File: config.mk
export PLATFORM = sky130hd
export DESIGN_NAME = coalescing_event_queue
export DESIGN_NICKNAME = d
export VERILOG_FILES = /design/src/rtl/core/ceq_pkg.sv /design/src/rtl/core/ceq_cell.sv /design/src/rtl/core/ceq_merge.sv /design/src/rtl/core/coalescing_event_queue.sv
export SDC_FILE = /design/constraint.sdc
export NUM_CORES = 1
export LEC_CHECK = 0
export BUFFER_PORTS_ARGS = -buffer_cell sky130_fd_sc_hd__buf_2
export CORE_UTILIZATION = 23
export DETAILED_ROUTE_END_ITERATION = 8
export GPL_TIMING_DRIVEN = 0
export MAX_ROUTING_LAYER = met4
export PLACE_DENSITY = 0.47
export SLEW_MARGIN = 0
export SYNTH_ARGS = -nofsm -noshare
export SYNTH_HDL_FRONTEND = slang
export SYNTH_HIERARCHICAL = 1
export SYNTH_SLANG_ARGS = --single-unit
File: constraint.sdc
create_clock -name clk_i -period 86.5 [get_ports clk_i]
set_clock_uncertainty 0.1 [all_clocks]
set_input_delay 8.65 -clock clk_i [delete_from_list [all_inputs] [get_ports clk_i]]
set_output_delay 8.65 -clock clk_i [all_outputs]
set_load 0.02 [all_outputs]
File: src/rtl/core/ceq_pkg.sv
// Package for the coalescing event queue: sizes, entry struct, operation and merge codes.
// Has no dependencies; every module of the block imports it.
`default_nettype none
package ceq_pkg;

  localparam int QueueDepth = 16;
  localparam int CountW     = $clog2(QueueDepth + 1);
  localparam int TypeW      = 8;
  localparam int ValueW     = 32;
  localparam int CfgIdxW    = 3;
  localparam int CfgDataW   = 9;

  typedef struct packed {
    logic [TypeW-1:0]         etype;
    logic signed [ValueW-1:0] value;
    logic                     flag;
  } entry_t;

  typedef enum logic [1:0] {
    FUNC_ADD    = 2'd0,
    FUNC_REMOVE = 2'd1,
    FUNC_CLEAR  = 2'd2
  } func_e;

  typedef enum logic [1:0] {
    MERGE_MAX  = 2'd0,
    MERGE_SEED = 2'd1,
    MERGE_ACC  = 2'd2,
    MERGE_KEEP = 2'd3
  } merge_mode_e;

  typedef enum logic [1:0] {
    ST_IDLE,
    ST_WALK,
    ST_DONE
  } state_e;

  typedef enum logic [CfgIdxW-1:0] {
    CFG_TYPE_COUNT  = 3'd0,
    CFG_MAX_LIMIT   = 3'd1,
    CFG_FLOOR_TYPE  = 3'd2,
    CFG_SEED_TYPE   = 3'd3,
    CFG_ACCUM_TYPE  = 3'd4
  } cfg_idx_e;

endpackage
`default_nettype wire

File: src/rtl/core/ceq_cell.sv
// One storage cell of the queue chain: holds an entry and takes the one at its next input on shift.
// Depends on ceq_pkg for the entry struct.
`default_nettype none
module ceq_cell (
  input  logic            clk_i,
  input  logic            shift_i,
  input  ceq_pkg::entry_t next_i,
  output ceq_pkg::entry_t entry_o
);
  import ceq_pkg::*;

  entry_t entry_q;

  always_ff @(posedge clk_i) begin
    if (shift_i) begin
      entry_q <= next_i;
    end
  end

  assign entry_o = entry_q;

endmodule
`default_nettype wire

File: src/rtl/core/ceq_merge.sv
// Shared merge unit at the wrap point of the chain: combines a stored value with an incoming one.
// Depends on ceq_pkg for widths and merge codes.
`default_nettype none
module ceq_merge (
  input  ceq_pkg::merge_mode_e               mode_i,
  input  logic signed [ceq_pkg::ValueW-1:0]  stored_i,
  input  logic signed [ceq_pkg::ValueW-1:0]  incoming_i,
  output logic signed [ceq_pkg::ValueW-1:0]  merged_o
);
  import ceq_pkg::*;

  localparam logic signed [ValueW:0] SumMax = {2'b00, {(ValueW-1){1'b1}}};

  logic signed [ValueW-1:0] inc;
  logic signed [ValueW:0]   sum;

  always_comb begin
    inc = (incoming_i > ValueW'(1)) ? incoming_i : ValueW'(1);
    sum = {stored_i[ValueW-1], stored_i} + {inc[ValueW-1], inc};
    case (mode_i)
      MERGE_MAX:  merged_o = (stored_i > incoming_i) ? stored_i : incoming_i;
      MERGE_SEED: merged_o = (stored_i <= ValueW'(0) || incoming_i < stored_i) ?
                             incoming_i : stored_i;
      MERGE_ACC:  merged_o = (sum > SumMax) ? SumMax[ValueW-1:0] : sum[ValueW-1:0];
      default:    merged_o = stored_i;
    endcase
  end

endmodule
`default_nettype wire

File: src/rtl/core/coalescing_event_queue.sv
// Top level of the coalescing event queue: control, configuration and the chain of cells.
// Depends on ceq_pkg, ceq_cell and ceq_merge.
//
//   channel | signals                                   | direction
//   in      | in_valid_i/in_ready_o, func, type, value  | transfer in
//   out     | out_valid_o/out_ready_i, head, count      | transfer out
//   cfg     | cfg_valid_i/cfg_ready_o, index, data      | register write
//
// An in-range add rotates the whole chain once through the merge unit, whether it merges,
// appends or finds the queue full.
// Remove, clear, the spare code and out-of-range adds go from idle straight to the done state.
// The result sits in an output register; the next transfer is taken while it waits,
// and that item holds in its last cycle until the register is free.
// Reset empties the queue and loads the default register values.
`default_nettype none
module coalescing_event_queue (
  input  logic                                clk_i,
  input  logic                                rst_ni,
  input  logic                                in_valid_i,
  output logic                                in_ready_o,
  input  logic [1:0]                          func_i,
  input  logic [ceq_pkg::TypeW-1:0]           event_type_i,
  input  logic signed [ceq_pkg::ValueW-1:0]   event_value_i,
  input  logic                                eligible_in_i,
  output logic                                out_valid_o,
  input  logic                                out_ready_i,
  output logic                                accepted_o,
  output logic                                head_valid_o,
  output logic [ceq_pkg::TypeW-1:0]           head_type_o,
  output logic signed [ceq_pkg::ValueW-1:0]   head_value_o,
  output logic                                head_eligible_o,
  output logic [ceq_pkg::CountW-1:0]          entry_count_o,
  input  logic                                cfg_valid_i,
  output logic                                cfg_ready_o,
  input  logic [ceq_pkg::CfgIdxW-1:0]         cfg_index_i,
  input  logic [ceq_pkg::CfgDataW-1:0]        cfg_data_i
);
  import ceq_pkg::*;

  state_e      state_q, state_d;
  logic [CountW-1:0] fill_q, fill_d;
  logic [CountW-1:0] step_q, step_d;
  logic        found_q, found_d;
  logic        shift;
  entry_t      feed;
  entry_t      cells [QueueDepth];
  entry_t      op_q, op_d;
  merge_mode_e mode_q, mode_d;
  merge_mode_e mode_new;
  logic signed [ValueW-1:0] merged;
  logic        hit, app;

  logic [8:0]       type_count_q;
  logic [8:0]       max_limit_q;
  logic [TypeW-1:0] floor_type_q;
  logic [TypeW-1:0] seed_type_q;
  logic [TypeW-1:0] accum_type_q;

  logic                     out_valid_q;
  logic                     accepted_q;
  logic                     head_valid_q;
  logic [TypeW-1:0]         head_type_q;
  logic signed [ValueW-1:0] head_value_q;
  logic                     head_eligible_q;
  logic [CountW-1:0]        entry_count_q;
  logic                     load_out;

  genvar gi;
  generate
    for (gi = 0; gi < QueueDepth; gi++) begin : g_cell
      if (gi == QueueDepth - 1) begin : g_last
        ceq_cell u_cell (.clk_i(clk_i), .shift_i(shift), .next_i(feed),
                         .entry_o(cells[gi]));
      end else begin : g_mid
        ceq_cell u_cell (.clk_i(clk_i), .shift_i(shift), .next_i(cells[gi+1]),
                         .entry_o(cells[gi]));
      end
    end
  endgenerate

  ceq_merge u_merge (
    .mode_i    (mode_q),
    .stored_i  (cells[0].value),
    .incoming_i(op_q.value),
    .merged_o  (merged)
  );

  assign cfg_ready_o = 1'b1;

  always_ff @(posedge clk_i or negedge rst_ni) begin
    if (!rst_ni) begin
      type_count_q <= 9'd32;
      max_limit_q  <= 9'd12;
      floor_type_q <= 8'd12;
      seed_type_q  <= 8'd13;
      accum_type_q <= 8'd14;
    end else if (cfg_valid_i) begin
      unique case (cfg_idx_e'(cfg_index_i))
        CFG_TYPE_COUNT: type_count_q <= cfg_data_i;
        CFG_MAX_LIMIT:  max_limit_q  <= cfg_data_i;
        CFG_FLOOR_TYPE: floor_type_q <= cfg_data_i[TypeW-1:0];
        CFG_SEED_TYPE:  seed_type_q  <= cfg_data_i[TypeW-1:0];
        CFG_ACCUM_TYPE: accum_type_q <= cfg_data_i[TypeW-1:0];
        default: ;
      endcase
    end
  end

  always_comb begin
    if ({1'b0, event_type_i} < max_limit_q || event_type_i == floor_type_q) begin
      mode_new = MERGE_MAX;
    end else if (event_type_i == seed_type_q) begin
      mode_new = MERGE_SEED;
    end else if (event_type_i == accum_type_q) begin
      mode_new = MERGE_ACC;
    end else begin
      mode_new = MERGE_KEEP;
    end
  end

  assign hit = (step_q < fill_q) && (cells[0].etype == op_q.etype) && !found_q;
  assign app = (step_q == fill_q) && !found_q;

  always_comb begin
    state_d    = state_q;
    fill_d     = fill_q;
    step_d     = step_q;
    found_d    = found_q;
    op_d       = op_q;
    mode_d     = mode_q;
    shift      = 1'b0;
    feed       = cells[0];
    in_ready_o = (state_q == ST_IDLE);
    load_out   = 1'b0;
    unique case (state_q)
      ST_IDLE: begin
        if (in_valid_i) begin
          state_d = ST_DONE;
          found_d = 1'b0;
          unique case (func_e'(func_i))
            FUNC_ADD: begin
              op_d   = '{etype: event_type_i, value: event_value_i, flag: eligible_in_i};
              mode_d = mode_new;
              step_d = '0;
              if ({1'b0, event_type_i} < type_count_q) begin
                state_d = ST_WALK;
              end
            end
            FUNC_REMOVE: begin
              if (fill_q != '0) begin
                shift  = 1'b1;
                fill_d = fill_q - CountW'(1);
              end
            end
            FUNC_CLEAR: fill_d = '0;
            default: ;
          endcase
        end
      end
      ST_WALK: begin
        shift  = 1'b1;
        step_d = step_q + CountW'(1);
        if (hit) begin
          feed.value = merged;
          feed.flag  = cells[0].flag | op_q.flag;
          found_d    = 1'b1;
        end else if (app) begin
          feed    = op_q;
          found_d = 1'b1;
          fill_d  = fill_q + CountW'(1);
        end
        if (step_q == CountW'(QueueDepth - 1)) begin
          state_d = ST_DONE;
        end
      end
      ST_DONE: begin
        if (!out_valid_q || out_ready_i) begin
          load_out = 1'b1;
          state_d  = ST_IDLE;
        end
      end
      default: state_d = ST_IDLE;
    endcase
  end

  always_ff @(posedge clk_i or negedge rst_ni) begin
    if (!rst_ni) begin
      state_q <= ST_IDLE;
      fill_q  <= '0;
      step_q  <= '0;
      found_q <= 1'b0;
    end else begin
      state_q <= state_d;
      fill_q  <= fill_d;
      step_q  <= step_d;
      found_q <= found_d;
    end
  end

  always_ff @(posedge clk_i) begin
    op_q   <= op_d;
    mode_q <= mode_d;
  end

  always_ff @(posedge clk_i or negedge rst_ni) begin
    if (!rst_ni) begin
      out_valid_q <= 1'b0;
    end else if (load_out) begin
      out_valid_q <= 1'b1;
    end else if (out_ready_i) begin
      out_valid_q <= 1'b0;
    end
  end

  always_ff @(posedge clk_i) begin
    if (load_out) begin
      accepted_q      <= found_q;
      head_valid_q    <= (fill_q != '0);
      head_type_q     <= (fill_q != '0) ? cells[0].etype : '0;
      head_value_q    <= (fill_q != '0) ? cells[0].value : '0;
      head_eligible_q <= (fill_q != '0) ? cells[0].flag : 1'b0;
      entry_count_q   <= fill_q;
    end
  end

  assign out_valid_o     = out_valid_q;
  assign accepted_o      = accepted_q;
  assign head_valid_o    = head_valid_q;
  assign head_type_o     = head_type_q;
  assign head_value_o    = head_value_q;
  assign head_eligible_o = head_eligible_q;
  assign entry_count_o   = entry_count_q;

endmodule
`default_nettype wire
# --- Word-level counts from Yosys, hierarchy flattened ---
# Index checks and enable logic that the tools add are counted.
totals:
  reg_bits: 803
  inputBits: 60
  output_inout_bits: 51
op_classes:
  add_sub_neg: 4
  n_lt_le_gt_ge: 8
  n_eq_ne: 25
  muxes: 38
  bitwise_logic: 1
  reduce_logical: 26
ops:
  columns: ["operator", "count"]
  rows:
  - ["32-bit 2-to-1 mux", 4]
  - ["32-bit case mux with 3 select lines", 1]
  - ["41-bit 2-to-1 mux", 2]
  - ["32-bit by 32-bit adder with 33-bit output", 1]
  - ["33-bit by 32-bit greater-than comparator with 1-bit output (second input constant)", 1]
  - ["33-bit 2-to-1 mux", 1]
  - ["8-bit == test", 4]
  - ["32-bit by 2-bit greater-than comparator with 1-bit output (second input constant)", 1]
  - ["32-bit greater-than comparator", 1]
  - ["32-bit by 1-bit <= comparator with 1-bit output (second input constant)", 1]
  - ["32-bit < comparator", 1]
  - ["5-bit 2-to-1 mux", 6]
  - ["5-bit case mux with 2 select lines", 3]
  - ["8-bit by 9-bit < comparator with 1-bit output", 2]
  - ["1-bit 2-to-1 mux", 12]
  - ["3-bit AND reduction", 4]
  - ["5-bit by 1-bit adder with 5-bit output (second input constant)", 2]
  - ["2-bit 2-to-1 mux", 5]
  - ["2-bit != test (second input constant)", 5]
  - ["2-bit AND reduction", 5]
  - ["8-bit 2-to-1 mux", 1]
  - ["2-bit by 1-bit == test with 1-bit output (second input constant)", 3]
  - ["2-bit == test (second input constant)", 3]
  - ["3-bit by 2-bit == test with 1-bit output (second input constant)", 2]
  - ["other kinds (21)", 31]

# --- Logic depth before layout (Yosys ltp) ---
# Gate-level depths: netlist (run 1).
logic_depth:
  depth_word: 8
  depth_mapped: 20
  mapped_depth_nobuf: 18

# --- By module ---
# The synthesis (run 1) kept the hierarchy.
modules_own_cells:
  columns: ["module", "n_inst", "cells_per_inst", "area_each_um2", "seq_area_each_um2"]
  rows:
  - ["ceq_cell", 16, 41, 1231.2, 1231.2]
  - ["coalescing_event_queue", 1, 695, 7632.3, 4147.7]
  - ["ceq_merge", 1, 526, 3671.0, 0.0]

# --- Worst setup path after synthesis (run 1) ---
# OpenSTA, ideal clock, no wires.
synth_timing:
  path_type: "input-to-reg"
  startpoint: "input port func_i[1]"
  endpoint: "register g_cell[0].g_mid.u_cell.entry_q, in the netlist g_cell[0].g_mid.u_cell/entry_o[0] (enable)"
  setup_ns: 1.896
  arrival_ns: 40.222
  t_required_ns: 84.504
  setup_slack_ns: 44.282
  stages: 2
  path_buffers: 0
  cell_sequence: "nand4b_1 > a21oi_1"
synth_via:
  elab_chain_cells: 4
synth_rtl:
  columns: ["item", "line_no", "source"]
  rows:
  - ["start: declaration", "coalescing_event_queue.sv:21", "input logic [1:0] func_i,"]
  - ["2-bit by 1-bit == test with 1-bit output", "coalescing_event_queue.sv:140", "unique case (func_e'(func_i))"]
  - ["1-bit 2-to-1 mux", "coalescing_event_queue.sv:140", null]
  - ["1-bit 2-to-1 mux", "coalescing_event_queue.sv:137", "if (in_valid_i) begin"]
  - ["1-bit case mux with 2 select lines", "coalescing_event_queue.sv:135", "unique case (state_q)"]
  - ["via shift", "coalescing_event_queue.sv:44", "logic shift;"]
  - ["end signal: assignment", "ceq_cell.sv:16", "entry_q <= next_i;"]
  - ["end: declaration", "ceq_cell.sv:12", "entry_t entry_q;"]
# The timed path passes the listed nets, and every way through them passes these cells.
# A chain may end at the register's enable or synchronous reset.

# --- Final worst setup path (run 1) ---
layout_timing:
  startpoint: "input port func_i[1]"
  endpoint: "register g_cell[1].g_mid.u_cell.entry_q, in the netlist g_cell[1].g_mid.u_cell/entry_o[16] (enable)"
layout_via:
  elab_chain_cells: 4
layout_rtl:
  columns: ["item", "line_no"]
  rows:
  - ["2-bit by 1-bit == test with 1-bit output", "coalescing_event_queue.sv:140"]
  - ["1-bit 2-to-1 mux", "coalescing_event_queue.sv:140"]
  - ["1-bit 2-to-1 mux", "coalescing_event_queue.sv:137"]
  - ["1-bit case mux with 2 select lines", "coalescing_event_queue.sv:135"]
  - ["via shift", "coalescing_event_queue.sv:44"]
  - ["end signal: assignment", "ceq_cell.sv:16"]
  - ["end: declaration", "ceq_cell.sv:12"]
# The timed path passes the listed nets, and every way through them passes these cells.

==> results of run 1 <==
==> cell families (layout without fill, tap and decap cells) <==
kind of cell / Yosys count / after routing / share of synthesized area [%]
simple gates: 478 / 478 / 7.680
buf+inv: 129 / 418 / 1.695
flops: 803 / 803 / 76.92
other cells: 2 / 5 / 0.02422
fa+ha+maj: 88 / 88 / 3.576
xor+xnor: 61 / 61 / 1.723
mux: 38 / 38 / 1.372
compound gates: 278 / 278 / 7.010
==> stage by stage <==
stage | std cells | hold WS (ns) | power [uW] | area, sq um
CTS | 3934 | 0.3090 | 1281 | 37120
detailed placement | 3784 | 0.3045 | 920.9 | 34440
finish | 3937 | 0.2993 | 1262 | 37140
global placement | 3754 | 0.3004 | 1084 | 33760
global route | 3937 | 0.3162 | 1329 | 37140
floorplan | 1877 | 0.3003 | 937.2 | 31000
==> final timing paths <==
kind | startpoint | to | slack (ns) | cells after the start
min in group asynchronous | rst_ni | seed_type_q[6]$_DFFE_PN0P_ | 7.95 | 1
min reg2reg | g_cell[1].g_mid.u_cell/entry_o[1]$_DFFE_PP_ | g_cell[0].g_mid.u_cell/entry_o[1]$_DFFE_PP_ | 0.30 | 0
min | g_cell[1].g_mid.u_cell/entry_o[1]$_DFFE_PP_ | g_cell[0].g_mid.u_cell/entry_o[1]$_DFFE_PP_ | 0.30 | 0
max reg2reg | op_q[29]$_DFFE_PP_ | g_cell[15].g_last.u_cell/entry_o[2]$_DFFE_PP_ | 80.56 | 19
max in group asynchronous | rst_ni | fill_q[3]$_DFFE_PN0P_ | 77.81 | 1
max | func_i[1] | g_cell[1].g_mid.u_cell/entry_o[16]$_DFFE_PP_ | 74.94 | 12
==> state kept, by name, summed over array words and instances, names as in the netlist, 9 cells and up <==
name	count
head_value_o	32
g_cell.g_mid.u_cell/entry_o	615
g_cell.g_last.u_cell/entry_o	41
type_count_q	9
op_q	41
max_limit_q	9
==> power by group through the flow <==
stage	Sequential, uW	Clock [uW]	Combinational, uW
final	628	352	282
after global routing	642	379	308
after CTS	632	365	284
after detailed placement	638	0	283
after global placement	838	0	246
after floorplan	775	0	162
==> layer usage <==
layer | wire length, microns | global-route usage (%) | part of all wire (%) | up-vias
met5 | 0 | - | 0 | -
met4 | 2256 | 3.830 | 3.2 | 0
met3 | 3993 | 2.352 | 5.6 | 147
met2 | 31880 | 15.94 | 45 | 465
met1 | 33190 | 14.41 | 47 | 8387
li1 | - | - | - | 7636
==> cells in the final DEF, fill, tap and decap left out, types with 6 or more instances in the layout <==
| cell type | instances |
|---|---|
| clkinv_2 | 10 |
| mux2_2 | 35 |
| buf_12 | 14 |
| clkbuf_16 | 84 |
| nor2b_1 | 49 |
| nor3_1 | 14 |
| o211ai_1 | 43 |
| a211oi_1 | 6 |
| and2_1 | 29 |
| ha_1 | 87 |
| buf_6 | 6 |
| buf_2 | 117 |
| nand3_1 | 43 |
| nand2b_1 | 10 |
| a21oi_1 | 49 |
| a22o_1 | 32 |
| a21o_1 | 16 |
| nand2_1 | 164 |
| o22ai_1 | 8 |
| clkbuf_1 | 63 |
| buf_16 | 12 |
| dfstp_2 | 11 |
| nand4_1 | 21 |
| nor4_1 | 20 |
| xnor2_1 | 42 |
| o21ai_0 | 32 |
| xor2_1 | 19 |
| dfrtp_1 | 45 |
| a221oi_2 | 26 |
| inv_1 | 70 |
| clkinv_1 | 8 |
| o21ai_1 | 8 |
| a221oi_1 | 7 |
| nor2_1 | 89 |
| edfxtp_1 | 747 |
==> Yosys cell counts (11+ instances only) <==
cell / number / area [sq um]
xnor2_1: 42 / 367.9
nor3_1: 14 / 70.07
xor2_1: 19 / 166.4
dfrtp_1: 45 / 1126
edfxtp_1: 747 / 22430
nand3_1: 43 / 215.2
nand2_1: 164 / 615.6
clkbuf_1: 40 / 150.1
nor4_1: 20 / 125.1
nor2b_1: 49 / 306.5
inv_1: 70 / 262.8
a21oi_1: 50 / 250.2
mux2_2: 35 / 394.1
and2_1: 29 / 181.4
nand4_1: 21 / 131.4
o211ai_1: 43 / 322.8
a221oi_2: 26 / 390.4
dfstp_2: 11 / 289.0
o21ai_0: 32 / 160.2
a21o_1: 16 / 120.1
ha_1: 87 / 1089
nor2_1: 89 / 334.1
a22o_1: 32 / 280.3
==> final cells by class <==
cell class	instances	area (sq um)
repair buffers	139	1207
inverters	70	262.8
well taps	1768	2212
clock buffers	112	2257
flip-flops and latches	803	23850
plain buffers	59	262.8
multi-input cells	945	6665
diodes	3	7.507
clock inverters	38	417.9
fillers	13374	96490
==> summary.txt, run 1 <==
Critical path
  – Slowest stage delay, CP: 0.80 ns
  – Startpoint types: primary input
  – Critical path data arrival time: 11.79 ns
  – Req. time, crit path: 86.73 ns
  – Crit path kind: in -> reg
  – CP top delay family: buffers and inverters
  – Cell repeated most along the worst path: buf_16
  – Critical path buffers and inverters: 10
  – Worst Path Max Fanout: 32
  – Nature of the critical path endpoint: register
  – Worst-path cell chain: buf_2 > nand4b_1 > a21oi_4 > buf_16 > buf_12 > buf_16 > buf_16 > buf_12 > buf_16 > buf_16 > buf_12 > buf_12
  – Slowest CP cell: a21oi_4

Yosys
  – Synth warn: 6
  – Synth Register Bits: 803
  – Cells after Synth: 1877
  – Synth async-reset ratio: 6.974%
  – Syn Nets: 2025
  – Distinct cells, synth: 79
  – Synth Flop Type: edfxtp_1
  – Mean Syn Cell Area: 16.52 sq um
  – Register area share after synthesis: 76.92%
  – Synthesized area: 0.03100 sq mm
  – Number of synthesized flops with an enable pin: 747

Timing
  – Fin crit share: 13.37%
  – Final hold violations: 0
  – Crit path time final: 11.56 ns
  – Fmax: 0.08649 GHz
  – Setup ws final: 74.94 ns
  – Unrepaired setup endpoints after global routing: no
  – Slew HR: 22.20%
  – Setup Viol. Count Final: 0
  – Worst-margin pin slew: 1.158 ns
  – Slew Viols, Final: 0
  – Setup TNS: 0 ns

Floorplanning
  – I/O pins: 111
  – Die Y: 369.1 microns
  – Std-Cell Rows: 134
  – Core Area: 0.1336 sq mm
  – Die area: 0.1363 sq mm
  – Initial Utilization: 23.20%
  – Die span in x: 369.1 microns

Global routing
  – Total Routing Usage GR: 10.75%
  – Initial antenna violation count: 10
  – First-pass GRT wire length: 107.2 mm
  – Pin count of the biggest net entering global routing: 57
  – Gr ovfl total: 0
  – Vias in the first global route: 16665

Power and ir drop
  – Power per Cell Area: 33.98 mW/mm^2
  – Maximum vdd ir drop: 0.00001913 V
  – Leakage: 0.01269 uW
  – Sequential power share: 49.8%
  – Psw: 382.1 uW
  – Internal: 879.8 uW
  – Switching Fraction: 30.28%
  – Comb pwr share: 22.3%
  – Clock power frac: 27.9%

Place
  – IO Port Bufs: 109
  – Placer Congestion: 0.8559
  – Place WS: 74.23 ns
  – DP Wirelength: 48.92 mm

Finish
  – Layout cells sized above 1: 16.99%
  – P&R area growth vs syn: 19.80%
  – Final Util: 27.79%
  – Final net count: 2249

Route
  – DRC violations left: 12
  – Vias per cell: 4.225
  – Detailed Routing Iterations Pass 1: 7
  – Post-route ant nets: 0
  – Wirelength per Cell: 18.11 microns
  – Detailed Route Iter0 Violations: 1247
  – DR vias: 16635
  – Post-Route WL: 71.31 mm

Clocking
  – Clock Path Buffers: 3
  – Skew-Pair Late Insertion Delay: 0.66 ns
  – CTS Root Buffer Type: clkbuf_16
  – CTS tree: yes
  – Reg clk slew, reported paths: 0.07 ns
  – CTS sink cnt: 803
  – H-tree level count: 3
  – Post_cts resized: 0
  – Post-CTS Hold Buffers: 0
  – CTS buffer count: 83
  – Setup repair bufs after CTS: 0

Outcome
  – Violated checks: DRC
  – Status: finished, violations left

Run
  – Max Cap Viol: 0

Worst hold path
  – Hold Crit Class: reg -> reg
No activity file was read; power rests on OpenSTA's default activity.
==> run 2: changes to the inputs <==
==> constraint.sdc (replaced) <==
create_clock -name clk_i -period 11.1 [get_ports clk_i]
set_clock_uncertainty 0.1 [all_clocks]
set_input_delay 1.11 -clock clk_i [delete_from_list [all_inputs] [get_ports clk_i]]
set_output_delay 1.11 -clock clk_i [all_outputs]
set_load 0.02 [all_outputs]
==> run 2 against run 1 <==
  * The flow still finishes with violations (DRC)
  * Critical path type is now reg -> reg
  * Largest power group unchanged
  * Worst setup slack worse by 70 ns
  * Clock-buffer cell count is 20 lower
  * Largest cell class unchanged
  * Non-clock buffer count is 1 higher
==> summary.txt, run 2 (synthesis results as in run 1) <==
Outcome
  – Status: finished, violations left
  – Violated checks: DRC

Place
  – Placer Congestion: 0.8590 (+0.36%)
  – IO Port Bufs: 109 (unchanged)
  – DP Wirelength: 49.11 mm (+0.38%)
  – Post-Place Cells: 3785 (+0.026%)

Global routing
  – Vias in the first global route: 16595 (-0.42%)
  – Pin count of the biggest net entering global routing: 57 (unchanged)
  – First-pass GRT wire length: 107.6 mm (+0.37%)
  – Total Routing Usage GR: 10.83% (+0.079 points)
  – Initial antenna violation count: 7 (-3)
  – Gr ovfl total: 0 (unchanged)

Critical path
  – Worst-path cell chain: nor4_1 > nand4_1 > nor2_1 > nor2_1 > clkbuf_1 > nand2_1 > inv_1 > ha_1 > a211oi_2 > o21ai_1 > o21a_1 > nor4_4 > o22a_2 > a31oi_4 > a31oi_1 > o41ai_4 > buf_6 > a221oi_1 > nand2_1 > o211ai_1
  – Critical R2R Launch: op_q[21]$_DFFE_PP_
  – R2r setup slk: 5.35 ns (-75.21 ns)
  – Startpoint types: register
  – RR Endpoint: g_cell[15].g_last.u_cell/entry_o[30]$_DFFE_PP_
  – Nature of the critical path endpoint: register
  – Req. time, crit path: 11.40 ns (-75.33 ns)
  – Crit path kind: reg -> reg
  – Slowest stage delay, CP: 0.53 ns (-0.27 ns)
  – Critical path data arrival time: 6.05 ns (-5.74 ns)
  – Slowest CP cell: nor4_1
  – Reg2Reg Depth: 20 (+1)
  – Worst Path Max Fanout: 10 (-69%)

Clocking
  – Reg clk slew, reported paths: 0.07 ns (about the same)
  – CTS buffer count: 81 (-2.4%)
  – H-tree level count: 3 (unchanged)
  – Post-CTS Hold Buffers: 0 (unchanged)
  – CTS sink cnt: 803 (unchanged)
  – Post_cts resized: 0 (unchanged)
  – Setup repair bufs after CTS: 0 (unchanged)
  – Skew-Pair Late Insertion Delay: 0.65 ns (about the same)
  – Clock Path Buffers: 3 (unchanged)
  – CTS tree: yes
  – CTS Root Buffer Type: clkbuf_16

Finish
  – Finished Layout Cells: 3940 (+0.076%)
  – P&R area growth vs syn: 19.79% (about the same)
  – Commonest cells after routing, fill and taps aside: 747 x edfxtp_1, 164 x nand2_1, 117 x buf_2
  – Layout cells sized above 1: 17.37% (+0.38 points)
  – Max FFs per register: 615 (unchanged)
  – Final net count: 2248 (-0.044%)
  – Commonest non-fill, non-tap cell in the layout: edfxtp_1

Route
  – DR vias: 16584 (-0.31%)
  – Detailed Route Iter0 Violations: 1260 (+1.0%)
  – DRC violations left: 32 (+20)
  – Post-route ant nets: 0 (unchanged)
  – Post-Route WL: 71.51 mm (+0.28%)
  – Detailed Routing Iterations Pass 1: 7 (unchanged)
  – Wirelength per Cell: 18.15 microns (+0.20%)
  – Vias per cell: 4.209 (-0.38%)

Floorplanning
  – Die span in x: 369.1 microns (unchanged)
  – Core Area: 0.1336 sq mm (unchanged)
  – Initial Utilization: 23.20% (unchanged)
  – Std-Cell Rows: 134 (unchanged)
  – I/O pins: 111 (unchanged)
  – Die area: 0.1363 sq mm (unchanged)
  – Die Y: 369.1 microns (unchanged)

Worst hold path
  – Hold Crit Class: reg -> reg
  – Hold Startpoint: g_cell[14].g_mid.u_cell/entry_o[11]$_DFFE_PP_
  – Hold Path Stages: 0 (unchanged)
  – Hold path endpoint: g_cell[13].g_mid.u_cell/entry_o[11]$_DFFE_PP_

Timing
  – Hold slack: 0.3020 ns (+0.002657 ns)
  – Worst-margin pin slew: 1.281 ns (+0.1228 ns)
  – Crit path time final: 5.745 ns
  – Fmax: 0.1741 GHz
  – Final hold violations: 0 (unchanged)
  – Setup Viol. Count Final: 0 (unchanged)
  – Unrepaired setup endpoints after global routing: no
  – Slew Viols, Final: 0 (unchanged)
  – Fin crit share: 51.76%
  – Slew HR: 14.61% (-7.6 points)

Run
  – Max Cap Viol: 0 (unchanged)

Power and ir drop
  – Power per Cell Area: 264.4 mW/mm^2 (+680%)
  – Leakage: 0.01269 uW (about the same)
  – Maximum vdd ir drop: 0.0001209 V (+530%)
==> run 2: stage by stage <==
| step | setup TNS (ns) | utilization, % | instance area, sq um | worst slack [ns] | total power (uW) |
|---|---|---|---|---|---|
| 6_report | 0 | 27.79 | 37140 | 5.355 | 9821 |
| 5_1_grt | 0 | 27.79 | 37130 | 4.939 | 10350 |
| 2_1_floorplan | -998.13 | - | 31010 | -1.522 | 6500 |
| 3_5_place_dp | 0 | 25.78 | 34450 | 5.277 | 7185 |
| 4_1_cts | 0 | 27.77 | 37110 | 5.241 | 9988 |
| 3_3_place_gp | -3461.33 | 25.27 | 33770 | -5.401 | 7390 |
==> run 2: worst max-delay path by stage <==
stage | from | end | slack, ns | cells past startpoint
after floorplan | func_i[1] | g_cell[0].g_mid.u_cell/entry_o[0]$_DFFE_PP_ | -1.52 | 2
after global placement | fill_q[0]$_DFFE_PN0P_ | g_cell[0].g_mid.u_cell/entry_o[15]$_DFFE_PP_ | -5.40 | 6
after detailed placement | op_q[16]$_DFFE_PP_ | g_cell[15].g_last.u_cell/entry_o[7]$_DFFE_PP_ | 5.28 | 19
after CTS | op_q[28]$_DFFE_PP_ | g_cell[15].g_last.u_cell/entry_o[7]$_DFFE_PP_ | 5.24 | 19
after global routing | op_q[28]$_DFFE_PP_ | g_cell[15].g_last.u_cell/entry_o[7]$_DFFE_PP_ | 4.94 | 19
final | op_q[21]$_DFFE_PP_ | g_cell[15].g_last.u_cell/entry_o[30]$_DFFE_PP_ | 5.35 | 20
==> run 2: metal layers <==
layer  track usage [%]  routed length (microns)  share of wire [%]  vias up
li1                  -                        -                  -     7629
met1             14.67                    33520                 47     8403
met2             16.01                    32310                 45      420
met3             2.452                     3879                5.4      132
met4             3.415                     1802                2.5        0
met5                 -                        0                  0        -
==> run 2: report_power, final <==
part / switching [uW] / internal [uW] / leakage, uW
clock network: 1170 / 1570 / 0.00130
logic: 1440 / 750 / 0.00384
registers: 357 / 4540 / 0.00755
==> run 2: cell type report <==
cell class                 count  area [sq um]
inverter                      70         262.8
clock buffer                  92          2111
fill                       13369         96490
multi-input combinational    945          6665
buffer                        59         262.8
timing repair buffer         140          1207
antenna                        7         17.52
sequential                   803         23850
tap                         1768          2212
clock inverter                56         553.0
==> run 2: critical path, delay by kind of cell (launching register included) <==
| family | cells | cell delay [ns] |
|---|---|---|
| buffers and inverters | 3 | 0.63 |
| AOI/OAI and AO/OA | 9 | 2.11 |
| and+or+nand+nor | 7 | 1.87 |
| adders and majority gates | 1 | 0.30 |
| DFF | 1 | 0.50 |
